<file path="config.mk">
export PLATFORM = sky130hd
export DESIGN_NAME = frequency_duty_meter
export DESIGN_NICKNAME = d
export VERILOG_FILES = /design/src/rtl/fdm_pkg.sv /design/src/rtl/fdm_div.sv /design/src/rtl/fdm_ctrl.sv /design/src/rtl/fdm_datapath.sv /design/src/rtl/frequency_duty_meter.sv
export SDC_FILE = /design/constraint.sdc
export NUM_CORES = 1
export LEC_CHECK = 0
export ABC_AREA = 1
export CAP_MARGIN = 20
export CORE_UTILIZATION = 34
export CTS_CLUSTER_SIZE = 20
export DETAILED_ROUTE_END_ITERATION = 6
export DONT_BUFFER_PORTS = 1
export PLACE_DENSITY = 0.46
export REMOVE_ABC_BUFFERS = 1
export SLEW_MARGIN = 20
export SYNTH_ARGS = -nofsm -noshare
export SYNTH_HDL_FRONTEND = slang
export SYNTH_HIERARCHICAL = 1
export SYNTH_SLANG_ARGS = --single-unit
</file>
<file path="constraint.sdc">
create_clock -name clk -period 4.6 [get_ports clk]
set_input_delay 0.23 -clock clk [delete_from_list [all_inputs] [get_ports clk]]
set_output_delay 0.23 -clock clk [all_outputs]
set_load 0.005 [all_outputs]
</file>
<file path="src/rtl/fdm_pkg.sv">
// ----------------------------------------------------------------------------
// Frequency and duty meter package
// Shared types and constants for the frequency and duty-cycle meter.
// ----------------------------------------------------------------------------
`default_nettype none

package fdm_pkg;

  // Field widths of the stream payloads.
  localparam int TICKS_BITS     = 16;
  localparam int FREQ_BITS      = 26;
  localparam int DUTY_BITS      = 14;
  localparam int CLOCK_HZ_BITS  = 27;
  localparam int IN_TDATA_BITS  = 8;
  localparam int OUT_TDATA_BITS = 2 * TICKS_BITS + FREQ_BITS + DUTY_BITS;

  // Reset rate of the timer and the duty scale (hundredths of a percent).
  localparam logic [CLOCK_HZ_BITS-1:0] CLOCK_HZ_RESET = 27'd1000000;
  localparam logic [DUTY_BITS-1:0]     DUTY_SCALE     = 14'd10000;

  // Capture phase of the edge tracker.
  typedef enum logic [1:0] {
    PH_RISE1 = 2'd0,
    PH_FALL  = 2'd1,
    PH_RISE2 = 2'd2
  } phase_t;

  // Controller states.
  typedef enum logic [2:0] {
    S_SAMPLE    = 3'd0,
    S_FREQ      = 3'd1,
    S_FREQ_WAIT = 3'd2,
    S_DUTY      = 3'd3,
    S_DUTY_WAIT = 3'd4,
    S_LOAD      = 3'd5
  } state_t;

  // Commands from the controller to the datapath.
  typedef struct packed {
    logic sample;     // input transaction this cycle
    logic start_div;  // launch the divider
    logic sel_duty;   // divider operands: 0 frequency, 1 duty
    logic save_freq;  // keep the divider quotient as frequency
    logic save_duty;  // keep the divider quotient as duty
    logic load_out;   // move the finished result into the output register
  } fdm_cmd_t;

  // Status from the datapath to the controller.
  typedef struct packed {
    logic measure_ok; // current sample completes an ordered measurement
    logic div_done;   // divider quotient is ready
    logic out_free;   // output register can take a result this cycle
  } fdm_status_t;

endpackage

`default_nettype wire

</file>
<file path="src/rtl/fdm_div.sv">
// ----------------------------------------------------------------------------
// Frequency and duty meter divider
// Restoring unsigned divider, one quotient bit per cycle.
// ----------------------------------------------------------------------------
`default_nettype none

module fdm_div #(
  parameter int DVD_BITS = 30,
  parameter int DVS_BITS = 16
) (
  input  wire logic                clk,
  input  wire logic                rst,
  input  wire logic                start,
  input  wire logic [DVD_BITS-1:0] dividend,
  input  wire logic [DVS_BITS-1:0] divisor,
  output logic                     busy,
  output logic                     done,
  output logic [DVD_BITS-1:0]      quotient
);

  localparam int CNT_BITS = $clog2(DVD_BITS + 1);

  logic [CNT_BITS-1:0] cnt;
  logic [DVS_BITS-1:0] rem;
  logic [DVS_BITS-1:0] dvs;
  logic [DVD_BITS-1:0] dq;
  logic [DVS_BITS:0]   partial;
  logic                ge;

  // One restoring step: bring down the next dividend bit and try a subtract.
  always_comb begin
    partial = {rem, dq[DVD_BITS-1]};
    ge      = partial >= {1'b0, dvs};
  end

  // Control of the iteration.
  always_ff @(posedge clk) begin
    if (rst) begin
      busy <= 1'b0;
      done <= 1'b0;
      cnt  <= '0;
    end else begin
      done <= busy && (cnt == CNT_BITS'(1));
      if (start) begin
        busy <= 1'b1;
        cnt  <= CNT_BITS'(DVD_BITS);
      end else if (busy) begin
        cnt <= cnt - CNT_BITS'(1);
        if (cnt == CNT_BITS'(1)) begin
          busy <= 1'b0;
        end
      end
    end
  end

  // Shared dividend and quotient register, plus the partial remainder.
  always_ff @(posedge clk) begin
    if (start) begin
      dq  <= dividend;
      rem <= '0;
      dvs <= divisor;
    end else if (busy) begin
      dq  <= {dq[DVD_BITS-2:0], ge};
      rem <= ge ? DVS_BITS'(partial - {1'b0, dvs}) : partial[DVS_BITS-1:0];
    end
  end

  assign quotient = dq;

endmodule

`default_nettype wire

</file>
<file path="src/rtl/fdm_ctrl.sv">
// ----------------------------------------------------------------------------
// Frequency and duty meter controller
// Sequences sampling, the two divisions and the result hand-off.
// ----------------------------------------------------------------------------
`default_nettype none

module fdm_ctrl
  import fdm_pkg::*;
(
  input  wire logic        clk,
  input  wire logic        rst,
  input  wire logic        s_tvalid,
  output logic             s_tready,
  input  wire fdm_status_t status,
  output fdm_cmd_t         cmd
);

  state_t state;
  state_t state_next;

  // State register.
  always_ff @(posedge clk) begin
    if (rst) begin
      state <= S_SAMPLE;
    end else begin
      state <= state_next;
    end
  end

  // Next state and commands.
  always_comb begin
    state_next = state;
    s_tready   = 1'b0;
    cmd        = '0;
    case (state)
      S_SAMPLE: begin
        s_tready   = 1'b1;
        cmd.sample = s_tvalid;
        if (s_tvalid && status.measure_ok) begin
          state_next = S_FREQ;
        end
      end
      S_FREQ: begin
        cmd.start_div = 1'b1;
        state_next    = S_FREQ_WAIT;
      end
      S_FREQ_WAIT: begin
        if (status.div_done) begin
          cmd.save_freq = 1'b1;
          state_next    = S_DUTY;
        end
      end
      S_DUTY: begin
        cmd.start_div = 1'b1;
        cmd.sel_duty  = 1'b1;
        state_next    = S_DUTY_WAIT;
      end
      S_DUTY_WAIT: begin
        cmd.sel_duty = 1'b1;
        if (status.div_done) begin
          cmd.save_duty = 1'b1;
          state_next    = S_LOAD;
        end
      end
      S_LOAD: begin
        if (status.out_free) begin
          cmd.load_out = 1'b1;
          state_next   = S_SAMPLE;
        end
      end
      default: begin
        state_next = S_SAMPLE;
      end
    endcase
  end

endmodule

`default_nettype wire

</file>
<file path="src/rtl/fdm_datapath.sv">
// ----------------------------------------------------------------------------
// Frequency and duty meter datapath
// Edge capture, tick counter, duty product, divider and output register.
// ----------------------------------------------------------------------------
`default_nettype none

module fdm_datapath
  import fdm_pkg::*;
#(
  parameter int COUNT_BITS = 16
) (
  input  wire logic                      clk,
  input  wire logic                      rst,
  input  wire logic                      level,
  input  wire logic                      cfg_valid,
  input  wire logic [CLOCK_HZ_BITS-1:0]  cfg_data,
  input  wire logic                      m_tready,
  output logic                           m_tvalid,
  output logic [OUT_TDATA_BITS-1:0]      m_tdata,
  input  wire fdm_cmd_t                  cmd,
  output fdm_status_t                    status
);

  localparam int PROD_BITS = COUNT_BITS + DUTY_BITS;
  localparam int DVD_BITS  = (PROD_BITS > CLOCK_HZ_BITS) ? PROD_BITS : CLOCK_HZ_BITS;

  logic [CLOCK_HZ_BITS-1:0] clock_hz;
  logic                     prev_level;
  phase_t                   phase;
  logic [COUNT_BITS-1:0]    tick_cnt;
  logic [COUNT_BITS-1:0]    first_rise;
  logic [COUNT_BITS-1:0]    fall_time;
  logic [COUNT_BITS-1:0]    high;
  logic [COUNT_BITS-1:0]    period;
  logic [PROD_BITS-1:0]     prod;
  logic [FREQ_BITS-1:0]     freq;
  logic [DUTY_BITS-1:0]     duty;
  logic                     out_full;
  logic                     rise;
  logic                     fall;
  logic                     ordered;
  logic                     restart;
  logic [DVD_BITS-1:0]      dividend;
  logic [DVD_BITS-1:0]      quotient;
  logic                     div_busy;
  logic                     div_done;

  // Clock rate register.
  always_ff @(posedge clk) begin
    if (rst) begin
      clock_hz <= CLOCK_HZ_RESET;
    end else if (cfg_valid) begin
      clock_hz <= cfg_data;
    end
  end

  // Edge detection and the ordering check of the three captures.
  always_comb begin
    rise       = level && !prev_level;
    fall       = !level && prev_level;
    ordered    = (first_rise < fall_time) && (fall_time < tick_cnt);
    restart    = (phase == PH_RISE2) && rise;
    status.measure_ok = restart && ordered;
    status.div_done   = div_done;
    status.out_free   = !out_full || m_tready;
  end

  // Capture phase, level history and tick counter.
  always_ff @(posedge clk) begin
    if (rst) begin
      prev_level <= 1'b0;
      phase      <= PH_RISE1;
      tick_cnt   <= '0;
    end else if (cmd.sample) begin
      prev_level <= level;
      tick_cnt   <= restart ? '0 : tick_cnt + COUNT_BITS'(1);
      case (phase)
        PH_RISE1: begin
          if (rise) begin
            phase <= PH_FALL;
          end
        end
        PH_FALL: begin
          if (fall) begin
            phase <= PH_RISE2;
          end
        end
        PH_RISE2: begin
          if (rise) begin
            phase <= PH_RISE1;
          end
        end
        default: begin
          phase <= PH_RISE1;
        end
      endcase
    end
  end

  // Capture times, high time and period.
  always_ff @(posedge clk) begin
    if (cmd.sample) begin
      if (phase == PH_RISE1 && rise) begin
        first_rise <= tick_cnt;
      end
      if (phase == PH_FALL && fall) begin
        fall_time <= tick_cnt;
        high      <= tick_cnt - first_rise;
      end
      if (restart) begin
        period <= tick_cnt - first_rise;
      end
    end
  end

  // Duty dividend: high time scaled to hundredths of a percent.
  always_ff @(posedge clk) begin
    prod <= PROD_BITS'(high) * PROD_BITS'(DUTY_SCALE);
  end

  // Shared divider for both quotients.
  assign dividend = cmd.sel_duty ? DVD_BITS'(prod) : DVD_BITS'(clock_hz);

  fdm_div #(
    .DVD_BITS (DVD_BITS),
    .DVS_BITS (COUNT_BITS)
  ) u_div (
    .clk      (clk),
    .rst      (rst),
    .start    (cmd.start_div),
    .dividend (dividend),
    .divisor  (period),
    .busy     (div_busy),
    .done     (div_done),
    .quotient (quotient)
  );

  // Quotient holding registers.
  always_ff @(posedge clk) begin
    if (cmd.save_freq) begin
      freq <= quotient[FREQ_BITS-1:0];
    end
    if (cmd.save_duty) begin
      duty <= quotient[DUTY_BITS-1:0];
    end
  end

  // Output register: period, high, frequency, duty from the lowest bit up.
  always_ff @(posedge clk) begin
    if (rst) begin
      out_full <= 1'b0;
    end else if (cmd.load_out) begin
      out_full <= 1'b1;
    end else if (m_tready) begin
      out_full <= 1'b0;
    end
  end

  always_ff @(posedge clk) begin
    if (cmd.load_out) begin
      m_tdata <= {duty, freq, TICKS_BITS'(high), TICKS_BITS'(period)};
    end
  end

  assign m_tvalid = out_full;

  // A completed measurement always restarts the tick counter.
  a_restart_clears: assert property (@(posedge clk) disable iff (rst)
    (cmd.sample && restart) |=> (tick_cnt == '0))
    else $error("tick counter not cleared after a completing edge");

  // The duty result is below one hundred percent.
  a_duty_range: assert property (@(posedge clk) disable iff (rst)
    cmd.load_out |-> (duty < DUTY_SCALE))
    else $error("duty result out of range");

  // The divider is never relaunched while it iterates.
  a_div_idle_start: assert property (@(posedge clk) disable iff (rst)
    cmd.start_div |-> !div_busy)
    else $error("divider started while busy");

  // The divider signals completion for a single cycle.
  a_div_done_pulse: assert property (@(posedge clk) disable iff (rst)
    div_done |=> !div_done)
    else $error("divider done held for more than one cycle");

endmodule

`default_nettype wire

</file>
<file path="src/rtl/frequency_duty_meter.sv">
// ----------------------------------------------------------------------------
// Frequency and duty meter
// Measures period, high time, frequency and duty cycle of a sampled signal.
// ----------------------------------------------------------------------------
// Usage:
//   s_* carries one level sample per transaction (s_tdata[0]). Each accepted
//   sample is one timer tick. When a sample closes an ordered rise, fall,
//   rise sequence, one result goes out on m_*: period, high time, frequency
//   (clock_hz / period) and duty in hundredths of a percent, both truncated.
//   Measurements whose captures wrapped the counter give no result.
//   cfg_* writes clock_hz; write it only while the block is idle.
// Throughput:
//   A sample is taken every cycle while no result is being computed or is
//   waiting to load. After a completing sample, input stalls while one
//   restoring divider produces the two quotients, one bit per cycle. The
//   result is offered at the clock edge that ends this stall.
// Reset and stalls:
//   Reset clears the counter and edge tracker and sets clock_hz to 1000000.
//   The result waits in an output register; sampling continues while it
//   waits, and only the next result stalls until the receiver takes it.
// ----------------------------------------------------------------------------
`default_nettype none

module frequency_duty_meter
  import fdm_pkg::*;
#(
  parameter int COUNT_BITS = 16
) (
  input  wire logic                      clk,
  input  wire logic                      rst,
  // Sample stream. s_tdata: level [0], zero fill [7:1].
  input  wire logic                      s_tvalid,
  output logic                           s_tready,
  input  wire logic [IN_TDATA_BITS-1:0]  s_tdata,
  // Result stream. m_tdata: period_ticks [15:0], high_ticks [31:16],
  // frequency_hz [57:32], duty_hundredths [71:58].
  output logic                           m_tvalid,
  input  wire logic                      m_tready,
  output logic [OUT_TDATA_BITS-1:0]      m_tdata,
  // Configuration write: clock_hz.
  input  wire logic                      cfg_valid,
  output logic                           cfg_ready,
  input  wire logic [CLOCK_HZ_BITS-1:0]  cfg_data
);

  fdm_cmd_t    cmd;
  fdm_status_t status;

  // The clock rate register takes a write in any cycle.
  assign cfg_ready = 1'b1;

  fdm_ctrl u_ctrl (
    .clk      (clk),
    .rst      (rst),
    .s_tvalid (s_tvalid),
    .s_tready (s_tready),
    .status   (status),
    .cmd      (cmd)
  );

  fdm_datapath #(
    .COUNT_BITS (COUNT_BITS)
  ) u_datapath (
    .clk       (clk),
    .rst       (rst),
    .level     (s_tdata[0]),
    .cfg_valid (cfg_valid),
    .cfg_data  (cfg_data),
    .m_tready  (m_tready),
    .m_tvalid  (m_tvalid),
    .m_tdata   (m_tdata),
    .cmd       (cmd),
    .status    (status)
  );

endmodule

`default_nettype wire

</file>
==> impl_metrics.toml, run 1 <==
[status]
status = "completed"

[clocking]
worstSkewPairLatency_ps = 560
cts.clk_slew.worst_paths_ps = 60
hold_buffers = 32
post_cts_buffers = 0
cts_tree = "built"
cts_sinks = 321
cts_made_buffers = 38
post_cts_resized = 0
htreeDepth = 2
cts_root_buffer = "clkbuf_16"
cts_buffer_depth = 3

[power]
seqPwrFrac_pct = 40.1
power.switching_mw = 2.61
p_int_mw = 6.01
vdd_ir_drop_max_v = 0.000236
clockPowerShare_pct = 36.8
power.density_mw_per_mm2 = 446
switching_share_pct = 30.3
power.total_mw = 8.62
combPwrFrac_pct = 23.1
leakage_nw = 8.57

[global_routing]
grt_pass1_wl_mm = 61.2
antenna_found_initial = 1
grt_overflow = 0
grt_start_max_net_pins = 55
grt_pass1_vias = 11486
track_usage_pct = 15.5

[timing]
fmax_ghz = 0.239
hold_viol_final = 0
worst_pin_slew_ps = 1040
fin_crit_sh_pct = 91.0
hold_ws_ps = 73.0
slew_viol_final = 0
rsz0062_at_grt = "false"
slew_headroom_pct = 30.5
finalSetupTns_ps = 0
setup_viol = 0
fin_crit_ps = 4190
finClkSkew_ps = 23.5

[yosys]
synth_top_area_share_pct = 39.6
netlist_top_cells_area = "edfxtp_1, dfxtp_1, ha_1, nand2_1, inv_1"
synth_warnings = 6
synth-async-reset-ratio_pct = 0
yosysUniqueCellTypes = 49
postSynth.topFlopCell = "edfxtp_1"
synth_top_family_by_area = "simple AND/OR/NAND/NOR gates"
ys_seq_elements = 321
synthAdderAreaFrac_pct = 14.4
synth-xor-area-share_pct = 1.35
synth.most_common_cell = "nand2_1"
syn_avg_cell_area_um2 = 9.52
synth-compound-area-share_pct = 6.04
synth.area.mux_share_pct = 0
synthCells = 1768
ys_seq_area_share_pct = 51.4
yosys.area.top_type = "edfxtp_1"
netlist_area_mm2 = 0.0168
netlist_top_cells_count = "nand2_1, inv_1, edfxtp_1, ha_1, dfxtp_1"
synthSimpleGateAreaFrac_pct = 18.3
synth_edf_count = 222

[min_path]
min_path_type = "input pin to register"
hold_depth = 5

[place]
hpwl_mm = 27.4
port-buffer-count = 0
place_area_mm2 = 0.0177
place_congestion = 0.838

[drt]
firstDrtPassIters = 5
detail_route.vias_per_cell = 4.52
drt_iter0_drc = 546
vias = 11397
totalWireLength_mm = 37.3
wl_per_cell_um = 14.8
route.detailed.drc = 0
ant_nets = 0

[worst_setup_path]
timing.rr.start = "u_datapath/high[4]"
ff2ff_setup_slack_ps = 410
critPathKind = "register to register"
arrival_ps = 4620
crit_end = "u_datapath/prod[23]"
cp_data_required_time_ps = 5040
start_kind = "register"
critPathLaunch = "u_datapath/high[4]"
worstRegToRegCells = 22
rr_endpoint = "u_datapath/prod[23]"
path_max_fanout = 4
cp-end-kind = "register"

[floorplanning]
die-area_mm2 = 0.0504
die_w_um = 225
ios = 115
num_rows = 81
start_util_pct = 34.5
die_height_um = 225
core_mm2 = 0.0488

[cells_and_area]
design_area_mm2 = 0.0193
fillers = 4956
area_growth_syn_to_layout_pct = 14.9
layout.nets = 2038
drive_above_1_share_pct = 7.97

[flow_run]
maxCapViolations = 0
power groups by stage:
stage	logic (mW)	clock network, mW	registers, mW
3_3_place_gp	1.97	0	3.52
6_report	1.99	3.18	3.46
5_1_grt	2.33	3.39	3.48
3_5_place_dp	1.97	0	3.52
4_1_cts	2.02	3.29	3.46
2_1_floorplan	1.52	0	3.48
state kept, by name (all words and copies together), names as in the netlist:
| signal | count |
|---|---|
| u_datapath/tick_cnt | 16 |
| u_datapath/duty | 14 |
| u_datapath/u_div/quotient | 30 |
| u_datapath/prod | 26 |
| u_datapath/high | 16 |
| u_datapath/u_div/busy | 1 |
| u_datapath/m_tvalid | 1 |
| u_datapath/first_rise | 16 |
| u_datapath/u_div/done | 1 |
| u_datapath/freq | 26 |
| u_ctrl/state | 3 |
| u_datapath/period | 16 |
| u_datapath/u_div/dvs | 16 |
| u_datapath/fall_time | 16 |
| u_datapath/m_tdata | 72 |
| u_datapath/u_div/rem | 16 |
| u_datapath/clock_hz | 27 |
| u_datapath/u_div/cnt | 5 |
| u_datapath/phase | 2 |
| u_datapath/prev_level | 1 |
layout make-up:
class	count	area, um2	area share (%)
multi-input combinational	1080	6770	35.0
tap	664	831	4.30
timing repair buffer	48	485	2.51
inverter	338	1270	6.56
antenna	2	5.00	0.0259
clock inverter	16	256	1.33
clock buffer	54	1070	5.55
sequential	321	8650	44.7
worst max-delay path: stages (launching register included):
cell and delay, ps:
edfxtp_1 450, inv_1 160, fa_1 550, inv_1 40, ha_1 260, inv_1 50, fa_1 530, inv_1 40
ha_1 260, inv_1 50, fa_1 500, inv_1 40, ha_1 340, nand2_1 120, inv_1 50, nand2_1 50
nand2_1 60, nand2_1 60, nand3_1 170, nand2_1 130, nand2_1 50, nand2_1 50, nand2_1 40
cells in the final DEF, fill, tap and decap left out, drive strengths merged, types with 2 or more instances in the layout:
master,count
nand2,450
inv,337
edfxtp,222
ha,134
nor2,101
dfxtp,99
nand3,95
a21oi,89
o21ai,71
clkbuf,54
fa,37
dlygate4sd3,32
nor3,20
xor2,18
buf,16
nand4,12
nand3b,11
o21bai,9
xnor2,8
clkinv,8
bufinv,6
a31oi,6
clkinvlp,3
nor4,3
a211oi,3
diode,2
and2,2
o21a,2
metrics by stage:
step	utilization, %	setup WS (ps)	cells
5_1_grt	39.6	0.00311	2523
2_1_floorplan	-	526	1739
3_3_place_gp	36.1	404	2417
6_report	39.6	415	2523
3_5_place_dp	36.2	398	2418
4_1_cts	39.5	374	2520
kinds of logic after synthesis:
family                   Yosys count
XOR/XNOR                          26
adder cells (fa/ha/maj)          171
buffers and inverters            367
flip-flops                       321
AND/OR/NAND/NOR                  697
other                              1
AO/OA/AOI/OAI                    185
layer usage:
| metal | track usage [%] | wire (um) | vias to the layer above |
|---|---|---|---|
| met5 | 0 | 0 | - |
| met4 | 5.11 | 834 | 0 |
| met3 | 3.17 | 1730 | 51 |
| met2 | 24.0 | 16000 | 214 |
| met1 | 21.6 | 18700 | 5282 |
| li1 | - | - | 5850 |
worst min path at each step:
stage / from / end
2_1_floorplan: rst / u_ctrl/state[0]
3_3_place_gp: rst / u_datapath/phase[1]
3_5_place_dp: rst / u_datapath/phase[0]
4_1_cts: s_tdata[0] / u_datapath/phase[1]
5_1_grt: s_tdata[0] / u_datapath/phase[1]
6_report: s_tdata[0] / u_datapath/phase[1]
Note: power is estimated with default switching activity, not from simulation.
==> run 2, diff against run 1 <==
--- a/config.mk
+++ b/config.mk
@@ -7,11 +7,13 @@
 export LEC_CHECK = 0
 export ABC_AREA = 1
 export CAP_MARGIN = 20
+export CELL_PAD_IN_SITES_DETAIL_PLACEMENT = 1
+export CELL_PAD_IN_SITES_GLOBAL_PLACEMENT = 2
 export CORE_UTILIZATION = 34
 export CTS_CLUSTER_SIZE = 20
 export DETAILED_ROUTE_END_ITERATION = 6
 export DONT_BUFFER_PORTS = 1
-export PLACE_DENSITY = 0.46
+export PLACE_DENSITY = 0.66
 export REMOVE_ABC_BUFFERS = 1
 export SLEW_MARGIN = 20
 export SYNTH_ARGS = -nofsm -noshare
==> impl_metrics.toml, run 2 (synthesis gave the netlist of run 1 again) <==
[global_routing]
grt_overflow = 0
grt_start_max_net_pins = 55
grt_pass1_wl_mm = 66.1
grt_pass1_vias = 11945
track_usage_pct = 17.0
antenna_found_initial = 2

[floorplanning]
ios = 115
die_w_um = 225
core_mm2 = 0.0488
num_rows = 81
die_height_um = 225
die-area_mm2 = 0.0504
start_util_pct = 34.5

[status]
status = "completed"

[timing]
finClkSkew_ps = 14.8
rsz0062_at_grt = "false"
setup_viol = 0
slew_viol_final = 0
setup_ws_ps = 415
hold_viol_final = 0
fmax_ghz = 0.239
fin_crit_sh_pct = 91.0
slew_headroom_pct = 29.0
fin_crit_ps = 4190
finalSetupTns_ps = 0
worst_pin_slew_ps = 1060
hold_ws_ps = 99.8

[power]
power.density_mw_per_mm2 = 439
clockPowerShare_pct = 34.5
leakage_nw = 8.52
vdd_ir_drop_max_v = 0.000229
p_int_mw = 5.75
seqPwrFrac_pct = 41.1
power.total_mw = 8.42
switching_share_pct = 31.7
combPwrFrac_pct = 24.4
power.switching_mw = 2.67

[clocking]
cts_made_buffers = 37
cts_sinks = 321
cts_tree = "built"
post_cts_resized = 0
cts_root_buffer = "clkbuf_16"
post_cts_buffers = 0
cts.clk_slew.worst_paths_ps = 60
worstSkewPairLatency_ps = 550
htreeDepth = 2
cts_buffer_depth = 3

[worst_setup_path]
cpMaxStageDelayCell = "fa_1"
crit_path_max_incr_delay_ps = 580
ff2ff_setup_slack_ps = 410
cp-end-kind = "register"
crit_chain = "inv_1 > fa_1 > inv_1 > ha_1 > inv_1 > fa_1 > inv_1 > ha_1 > ha_1 > ha_1 > a21oi_1 > a21oi_1 > nor2_1 > nand3_1 > nand2_1 > nand2_1"
cp_num_buf_inv = 4
path_max_fanout = 5
cp_top_family = "adder cells"
start_kind = "register"
worstRegToRegCells = 16
critPathKind = "register to register"
rr_endpoint = "u_datapath/prod[28]"
arrival_ps = 4620
cp_data_required_time_ps = 5030
timing.rr.start = "u_datapath/high[13]"

[cells_and_area]
drive_above_1_share_pct = 8.23
layout.nets = 2040
area_growth_syn_to_layout_pct = 14.0
final_common_cell = "nand2_1"
layout_common_cells = "nand2_1, inv_1, edfxtp_1"
largest_reg_flops = 72
regMostFlops = "u_datapath/m_tdata"

[min_path]
min_path_type = "input pin to register"
hold_depth = 4
hp-start = "s_tdata[0]"
hold_path_end = "u_datapath/phase[0]"

[flow_run]
maxCapViolations = 0

[drt]
vias = 11573
firstDrtPassIters = 5
wl_per_cell_um = 16.4
ant_nets = 0
detail_route.vias_per_cell = 4.59
totalWireLength_mm = 41.4
drt_iter0_drc = 378
route.detailed.drc = 0

[place]
place_congestion = 0.785
hpwl_mm = 31.4
port-buffer-count = 0
place_ws_ps = 413
run 2: cell types whose count changed in the layout (fill, tap and decap cells not counted), sizes merged:
cell         before  now
dlygate4sd3      32   30
buf              16   21
clkinv            8   16
bufinv            6    3
diode             2    1
clkinvlp          3    1
clkbuf           54   48
inv             337  338
run 2: layout make-up:
type / count / area, um2
Inverter: 338 / 1270
Antenna cell: 1 / 2.50
Clock buffer: 48 / 987
Fill cell: 5594 / 29700
Timing Repair Buffer: 51 / 468
Tap cell: 664 / 831
Clock inverter: 20 / 208
Multi-Input combinational cell: 1080 / 6770
Sequential cell: 321 / 8650
run 2: metal layers:
layer  routed length (um)  vias up  global-route usage [%]
met1                20500     5527                    23.6
met3                 1710       52                    3.47
met5                   13        -                       0
met2                18500      141                    26.9
met4                  724        2                    4.28
li1                     -     5851                       -
run 2: worst max path at each step:
| stage | endpoint | startpoint | slack, ps | depth (start not counted) |
|---|---|---|---|---|
| floorplan | u_datapath/m_tdata[0] | u_ctrl/state[0] | 530 | 2 |
| global placement | u_datapath/prod[28] | u_datapath/high[14] | 420 | 16 |
| detailed placement | u_datapath/prod[27] | u_datapath/high[9] | 410 | 18 |
| CTS | u_datapath/prod[28] | u_datapath/high[14] | 390 | 16 |
| global route | u_datapath/prod[23] | u_datapath/high[10] | 110 | 18 |
| finish | u_datapath/prod[28] | u_datapath/high[13] | 410 | 16 |
run 2: worst register-to-register path: cells and delay by family (launching register included):
kind            cells  cell delay (ps)
fa+ha+maj           6             2330
simple gates        4              390
buf+inv             4              360
compound gates      2              500
flops               1              480
run 2: repair_timing:
action	in CTS	in global routing
hold buffers	31	0
endpoints found under the setup margin	0	0
hold endpoints to repair	41	0
run 2: metrics by stage:
stage / cells / instance area (um2) / utilization, %
2_1_floorplan: 1739 / 16700 / -
3_3_place_gp: 2422 / 17700 / 36.2
3_5_place_dp: 2422 / 17700 / 36.2
4_1_cts: 2521 / 19200 / 39.2
5_1_grt: 2523 / 19200 / 39.3
6_report: 2523 / 19200 / 39.3
run 2: power groups by stage:
stage                     Combinational (mW)  Clock (mW)  Sequential [mW]
final                                   2.06        2.90             3.46
after global routing                    2.39        3.11             3.48
after CTS                               2.11        3.01             3.46
after detailed placement                2.07           0             3.52
after global placement                  2.04           0             3.52
after floorplan                         1.52           0             3.48
